## config.mk

```make
export PLATFORM = sky130hd
export DESIGN_NAME = tlfsa_cell
export DESIGN_NICKNAME = d
export VERILOG_FILES = /design/src/design/tlfsa_pkg.sv /design/src/design/tlfsa_cell.sv
export SDC_FILE = /design/constraint.sdc
export NUM_CORES = 1
export LEC_CHECK = 0
export CORE_ASPECT_RATIO = 0.7
export CORE_UTILIZATION = 60
export CTS_CLUSTER_DIAMETER = 200
export CTS_CLUSTER_SIZE = 20
export DETAILED_ROUTE_END_ITERATION = 7
export DONT_BUFFER_PORTS = 1
export MAX_ROUTING_LAYER = met4
export PLACE_DENSITY_LB_ADDON = 0.05
export SLEW_MARGIN = 20
export SYNTH_ARGS = -nofsm -noshare
export SYNTH_HDL_FRONTEND = slang
export SYNTH_SLANG_ARGS = --single-unit
export TNS_END_PERCENT = 10
```

## constraint.sdc

```tcl
create_clock -name clk_i -period 5.9 [get_ports clk_i]
set_clock_uncertainty 0.05 [all_clocks]
set_input_delay 0.295 -clock clk_i [delete_from_list [all_inputs] [get_ports clk_i]]
set_output_delay 0.295 -clock clk_i [all_outputs]
set_load 0.01 [all_outputs]
```

## src/design/tlfsa_pkg.sv

```systemverilog
`timescale 1ns / 1ps
// Shared types and constants for the timed lowest-free-slot allocator.
// No dependencies; used by every module of the block.
package tlfsa_pkg;

  localparam int unsigned TIME_W    = 32;
  localparam int unsigned SLOT_W    = 7;
  localparam int unsigned USES_W    = 16;
  localparam int unsigned CNT_W     = 7;
  localparam int unsigned SLOTS_DEF = 64;

  localparam logic [CNT_W-1:0]  SLOT_COUNT_RST = CNT_W'(64);
  localparam logic [USES_W-1:0] USES_MAX       = '1;

  // A request as it travels down the row of cells, with the grant picked up so far.
  typedef struct packed {
    logic              valid;
    logic [TIME_W-1:0] arrival;
    logic [TIME_W-1:0] departure;
    logic              served;
    logic [SLOT_W-1:0] slot;
    logic [USES_W-1:0] uses;
  } req_t;

endpackage

```

## src/design/tlfsa_cell.sv

```systemverilog
`timescale 1ns / 1ps
// One slot of the allocator: holds the slot's free time, busy flag and use count,
// and passes each request on to the next slot through its request register. Uses tlfsa_pkg.
module tlfsa_cell
  import tlfsa_pkg::*;
#(
  parameter int unsigned IDX = 0
) (
  input  logic             clk_i,
  input  logic             rst_ni,
  input  logic             en_i,
  input  logic [CNT_W-1:0] slot_count_i,
  input  req_t             req_i,
  output req_t             req_o
);

  localparam logic [SLOT_W-1:0] SlotNum = SLOT_W'(IDX + 1);

  logic [TIME_W-1:0] free_time_q, free_time_d;
  logic              occ_q, occ_d;
  logic [USES_W-1:0] uses_q, uses_d;
  req_t              req_q, req_d;

  logic expired, free_now, eligible, grant;

  always_comb begin
    expired  = (free_time_q <= req_i.arrival);
    free_now = !occ_q || expired;
    eligible = (32'(slot_count_i) > 32'(IDX));
    grant    = req_i.valid && free_now && eligible && !req_i.served;

    occ_d       = occ_q;
    free_time_d = free_time_q;
    uses_d      = uses_q;
    if (req_i.valid) begin
      // Freeing applies to every slot, eligible or not.
      occ_d = occ_q && !expired;
    end
    if (grant) begin
      occ_d       = 1'b1;
      free_time_d = req_i.departure;
      if (uses_q != USES_MAX) begin
        uses_d = uses_q + USES_W'(1);
      end
    end

    req_d = req_i;
    if (grant) begin
      req_d.served = 1'b1;
      req_d.slot   = SlotNum;
      req_d.uses   = uses_d;
    end
  end

  always_ff @(posedge clk_i or negedge rst_ni) begin
    if (!rst_ni) begin
      occ_q       <= 1'b0;
      uses_q      <= '0;
      free_time_q <= '0;
      req_q       <= '0;
    end else if (en_i) begin
      occ_q       <= occ_d;
      uses_q      <= uses_d;
      free_time_q <= free_time_d;
      req_q       <= req_d;
    end
  end

  assign req_o = req_q;

endmodule

```

# Word-level counts from Yosys, hierarchy flattened

Cells that the tools add are included.

Flip-flop bits (word level): 138
Bits of input ports: 99
Output and inout bits: 89
Logic and storage cells: 29

$add $sub $neg: 1
$lt $le $gt $ge: 2
Equal/unequal tests: 1
Mux-type cells: 5
Reduce and logical (&&, ||, !) cells: 11

Operators by type and width:

| kind                  | count |
|---|---|
| $le 32x32->1          | 1 |
| $mux 16               | 2 |
| $mux 24               | 1 |
| $add 16x1->16 const B | 1 |
| $ne 16x16->1 const B  | 1 |
| $gt 7x1->1 const B    | 1 |
| $logic_and 1x1->1     | 4 |
| $reduce_and 2->1      | 2 |
| $logic_not 1->1       | 3 |
| $mux 1                | 2 |
| $reduce_bool 2->1     | 1 |
| $logic_or 1x1->1      | 1 |

# Logic depth before layout (Yosys ltp)

Depth after elaboration: 7
Depth in mapped cells: 11
Depth with buffers taken out: 9

# Least setup slack after synthesis

OpenSTA, ideal clock, no wires.

Path kind: reg2reg
Start point: register free_time_q[23]
End point: register uses_q[10]
Setup time: 124 ps
Arrival: 2,238 ps
Required time: 5,726 ps
Path slack: 3,488 ps
Cell stages (with the launch flop): 10
Buffers on the path: 1
Clock period less this slack: 2,412 ps
Cell sequence: dfrtp_1 ha_1 a21oi_1 o21ai_1 a22o_1 o31a_4 or2_1 buf_6 or3_4 xnor2_1

Longest elaborated chain between the ends: 6

RTL lines:

| item                            | RTL line         | source |
|---|---|---|
| start: declaration              | tlfsa_cell.sv:19 | `logic [TIME_W-1:0] free_time_q, free_time_d;` |
| start signal: assignment        | tlfsa_cell.sv:64 | `free_time_q <= free_time_d;` |
| $le 32x32->1                    | tlfsa_cell.sv:27 | `expired = (free_time_q <= req_i.arrival);` |
| $logic_or 1x1->1                | tlfsa_cell.sv:28 | `free_now = !occ_q \|\| expired;` |
| $logic_and 1x1->1 (3 in series) | tlfsa_cell.sv:30 | `grant = req_i.valid && free_now && eligible && !req_i.served;` |
| $mux 16                         | tlfsa_cell.sv:39 | `if (grant) begin` |
| end signal: assignment          | tlfsa_cell.sv:63 | `uses_q <= uses_d;` |
| end: declaration                | tlfsa_cell.sv:21 | `logic [USES_W-1:0] uses_q, uses_d;` |

Every way passes these cells.
A chain may end at the register's enable or synchronous reset.

# Final worst setup path

Start point: register free_time_q[29]
End point: register req_q (netlist bit req_o[11])

Longest elaborated chain between the ends: 7

RTL lines:

| item                                | RTL line         | source |
|---|---|---|
| $le 32x32->1 (*)                    | tlfsa_cell.sv:27 |  |
| $logic_or 1x1->1 (*)                | tlfsa_cell.sv:28 |  |
| $logic_and 1x1->1 (*) (3 in series) | tlfsa_cell.sv:30 |  |
| $mux 16                             | tlfsa_cell.sv:39 |  |
| $mux 24 (*)                         | tlfsa_cell.sv:48 | `if (grant) begin` |
| end signal: assignment              | tlfsa_cell.sv:65 | `req_q <= req_d;` |
| end: declaration                    | tlfsa_cell.sv:22 | `req_t req_q, req_d;` |

Mark *: on every way between the ends. The rest lies on a longest branch, timed or not.

==> flow_summary.yaml <==
sta:
  finalCriticalPeriod_ps: 2930
  tightest_slew_ps: 727
  rsz_0062_raised_after_global_routing: "false"
  fin_worst_hold_slack_ps: 14.7
  post-route-worst-setup-slack_ps: 2970
  layout_worst_path_cycle_share: 0.496
  setup_viol_count_final: 0
  report.final.hold_viol_count: 0
  fmaxAchievable_ghz: 0.342
  finalSetupTns_ps: 0
  maxSlewHeadroom: 0.514
  finalMaxSlewViolations: 0
critical_path:
  critical_path.max_stage_delay_ps: 490
  path_cells: "ha_1 > nand4_2 > nor4_2 > nand3b_1 > a31oi_2 > or2_1 > o21ai_0 > o221a_2"
  timing.reg2reg.setup_slack_ps: 2970
  reg2regPathDepth: 8
  timing.critical_path.slowest_stage_cell: "sky130_fd_sc_hd__nor4_2"
  timing.setup.critical_path_class: "reg -> reg"
  critical_path.max_fanout: 8
  crit_path_end_kind: "flip-flop"
  cp.arrival_ps: 3180
  worst_r2r_startpoint: "free_time_q[29]$_DFFE_PN0P_"
  cp-start-kind: "flip-flop"
  r2r_end: "req_o[11]$_DFFE_PN0P_"
  worst_ep_required_time_ps: 6150
synth:
  synth.net_count: 662
  yosysMostFrequentCell: "sky130_fd_sc_hd__dfrtp_1"
  synth_top_area_cells: "sky130_fd_sc_hd__dfrtp_1, sky130_fd_sc_hd__mux2_2, sky130_fd_sc_hd__ha_1, sky130_fd_sc_hd__a21oi_1, sky130_fd_sc_hd__inv_1"
  ys_async_sr_fraction: 1.00
  synth_compound_area_frac: 0.0726
  synth.mux.area_fraction: 0.188
  postSynthCellCount: 530
  netlist_area_um2: 6600
  synth.yosys.warnings: 0
  synthDominantAreaCellType: "sky130_fd_sc_hd__dfrtp_1"
  post_synth.cell_area_avg_um2: 12.5
  synth.cells.most_frequent: "sky130_fd_sc_hd__dfrtp_1, sky130_fd_sc_hd__mux2_2, sky130_fd_sc_hd__inv_1"
  yosys.cell_types.count: 54
  dominantRegCellSynth: "sky130_fd_sc_hd__dfrtp_1"
  synth-xor-area-share: 0.0265
  synth_simple_gate_area_share: 0.0879
  synth_top_family_by_area: "multiplexers"
  yosys.area.top_type_share: 0.523
  post_synth_fa_ha_maj_area_fraction: 0.0625
  synth_edf_count: 0
  synth_seq_area_share: 0.523
  synth_seq_cells: 138
global_route:
  grt_util_all_layers: 0.295
  grt_pass1_vias: 4794
  globalRouteOverflowTotal: 0
  grt_pass1_wl_um: 24600
  antenna_violations_before_repair: 0
  maximum_number_of_pins_on_one_net_before_global_route_repair: 139
routing:
  wl_per_cell_um: 19.9
  dr.pass1.iters: 4
  first_iteration_detailed_routing_drc_count: 202
  drt_drc: 0
  detail_route.vias_per_cell: 5.76
  ant_nets: 0
  routed_wirelength_um: 15300
  via_count: 4417
clock_tree:
  cts_buffer_depth: 2
  cts-resized-gates: 0
  htree_levels: 4
  ctsRootBufferMaster: "sky130_fd_sc_hd__clkbuf_16"
  clk_pin_slew_worst_paths_ps: 60
  clk-insertion-delay-late_ps: 420
  cts_post_setup_buffers_inserted: 0
  cts_made_buffers: 17
  tritoncts_clock_tree: "yes"
  cts_sinks: 138
layout:
  final_nets: 738
  layout.cells.non_filler: 767
  finalCoreUtilization: 0.775
  fin_area_um2: 8150
  insertedDiodeCount: 0
  final_layout_size_suffix_gt1_frac: 0.247
  syn2layout_area_growth_pct: 23.4
place:
  place_hpwl_um: 9570
  port_buffers: 0
  dp_cells: 656
  globalplace.congestion: 0.822
  detailed_place.area_um2: 6670
  worst_setup_slack_before_clock_tree_synthesis_ps: 3020
min_path:
  timing.hold.worst.start: "req_i[11]"
  min_delay_worst_type: "in -> reg"
  worst_hold_path.endpoint: "req_o[11]$_DFFE_PN0P_"
  worst_hold_path_stage_count: 1
floorplanning:
  die_height_um: 89.8
  num_io_pins: 188
  design.core.area_um2: 10500
  placementRows: 31
  initial_util: 0.628
  design.die.area_um2: 11400
  die_w_um: 127
job:
  max_cap_violations: 0
power:
  power_leakage_nw: 3.55
  p_total_mw: 3.13
  power_density_nw_per_um2: 384
  vdd_ir_drop_max_mv: 0.232
status:
  run_status: "completed"
## layer usage
metal	track usage	part of all wire	vias up
met5	-	0	-
met4	0.111	0.020	0
met3	0.0917	0.070	25
met2	0.449	0.47	167
met1	0.370	0.44	2195
li1	-	-	2030
## flip-flops by register name (all words and copies together), names as in the netlist
signal       flops
free_time_q     32
occ_q            1
req_o           89
uses_q          16
## cell families after synthesis
kind of cell             count (synthesis)
AND/OR/NAND/NOR                         98
flip-flops                             138
XOR/XNOR                                20
buffers and inverters                   58
multiplexers                           111
adder cells (fa/ha/maj)                 33
AO/OA/AOI/OAI                           72
## area by class of cell
| type | count | area, um2 |
|---|---|---|
| sequential | 138 | 3450 |
| clock buffer | 22 | 474 |
| clock inverter | 10 | 165 |
| multi-input combinational | 334 | 2890 |
| timing repair buffer | 81 | 851 |
| fill | 647 | 2360 |
| inverter | 34 | 128 |
| tap | 148 | 185 |
## worst max-delay path, delay by kind of cell (launching register included)
family / cells / cell delay, ps
AND/OR/NAND/NOR: 4 / 1170
AO/OA/AOI/OAI: 3 / 890
flip-flops: 1 / 380
adder cells (fa/ha/maj): 1 / 330
## what timing repair did
action / CTS / global route
hold endpoints to repair: 252 / 22
hold buffers: 78 / 1
setup endpoints to repair: 0 / 0
## cell usage in the layout, fill, tap and decap left out, types with 2 or more instances in the layout
cell,synthesis,layout
sky130_fd_sc_hd__nand4_4,2,2
sky130_fd_sc_hd__dlygate4sd3_1,0,76
sky130_fd_sc_hd__a21oi_1,29,29
sky130_fd_sc_hd__o32a_1,2,2
sky130_fd_sc_hd__xnor2_1,9,9
sky130_fd_sc_hd__buf_4,2,2
sky130_fd_sc_hd__nand2b_1,2,2
sky130_fd_sc_hd__nand2_1,27,27
sky130_fd_sc_hd__a211oi_1,4,4
sky130_fd_sc_hd__nor2_1,16,16
sky130_fd_sc_hd__clkinvlp_4,0,3
sky130_fd_sc_hd__nor2b_1,5,5
sky130_fd_sc_hd__clkbuf_1,9,2
sky130_fd_sc_hd__nor4_2,2,2
sky130_fd_sc_hd__or3_4,3,3
sky130_fd_sc_hd__and3_1,4,4
sky130_fd_sc_hd__clkbuf_16,0,17
sky130_fd_sc_hd__dfrtp_1,138,138
sky130_fd_sc_hd__clkbuf_8,0,3
sky130_fd_sc_hd__nor3_1,7,7
sky130_fd_sc_hd__mux2i_1,9,9
sky130_fd_sc_hd__bufinv_16,0,4
sky130_fd_sc_hd__o31a_1,2,2
sky130_fd_sc_hd__a41oi_1,2,2
sky130_fd_sc_hd__xor2_1,11,11
sky130_fd_sc_hd__or2_1,2,2
sky130_fd_sc_hd__o21ai_0,14,14
sky130_fd_sc_hd__clkinv_4,0,2
sky130_fd_sc_hd__nor3_4,1,2
sky130_fd_sc_hd__a31oi_1,2,2
sky130_fd_sc_hd__mux2_2,102,102
sky130_fd_sc_hd__inv_1,34,34
sky130_fd_sc_hd__buf_16,0,2
sky130_fd_sc_hd__ha_1,33,33
sky130_fd_sc_hd__nand4_2,2,2
sky130_fd_sc_hd__o2bb2ai_1,6,6
sky130_fd_sc_hd__nand3_1,8,8
sky130_fd_sc_hd__nand4_1,8,8
## how the worst max path moves through the flow
stage,start,endpoint
finish,free_time_q[29]$_DFFE_PN0P_,req_o[11]$_DFFE_PN0P_
global route,free_time_q[29]$_DFFE_PN0P_,req_o[11]$_DFFE_PN0P_
CTS,free_time_q[27]$_DFFE_PN0P_,uses_q[1]$_DFFE_PN0P_
detailed placement,free_time_q[29]$_DFFE_PN0P_,uses_q[1]$_DFFE_PN0P_
global placement,free_time_q[27]$_DFFE_PN0P_,req_o[11]$_DFFE_PN0P_
floorplan,free_time_q[23]$_DFFE_PN0P_,uses_q[10]$_DFFE_PN0P_
## power breakdown
group | total (mW) | switching, mW | internal (mW)
clock | 1.14 | 0.395 | 0.741
combinational | 0.673 | 0.327 | 0.346
sequential | 1.32 | 0.175 | 1.15
Power figures use the tool's default switching activity.
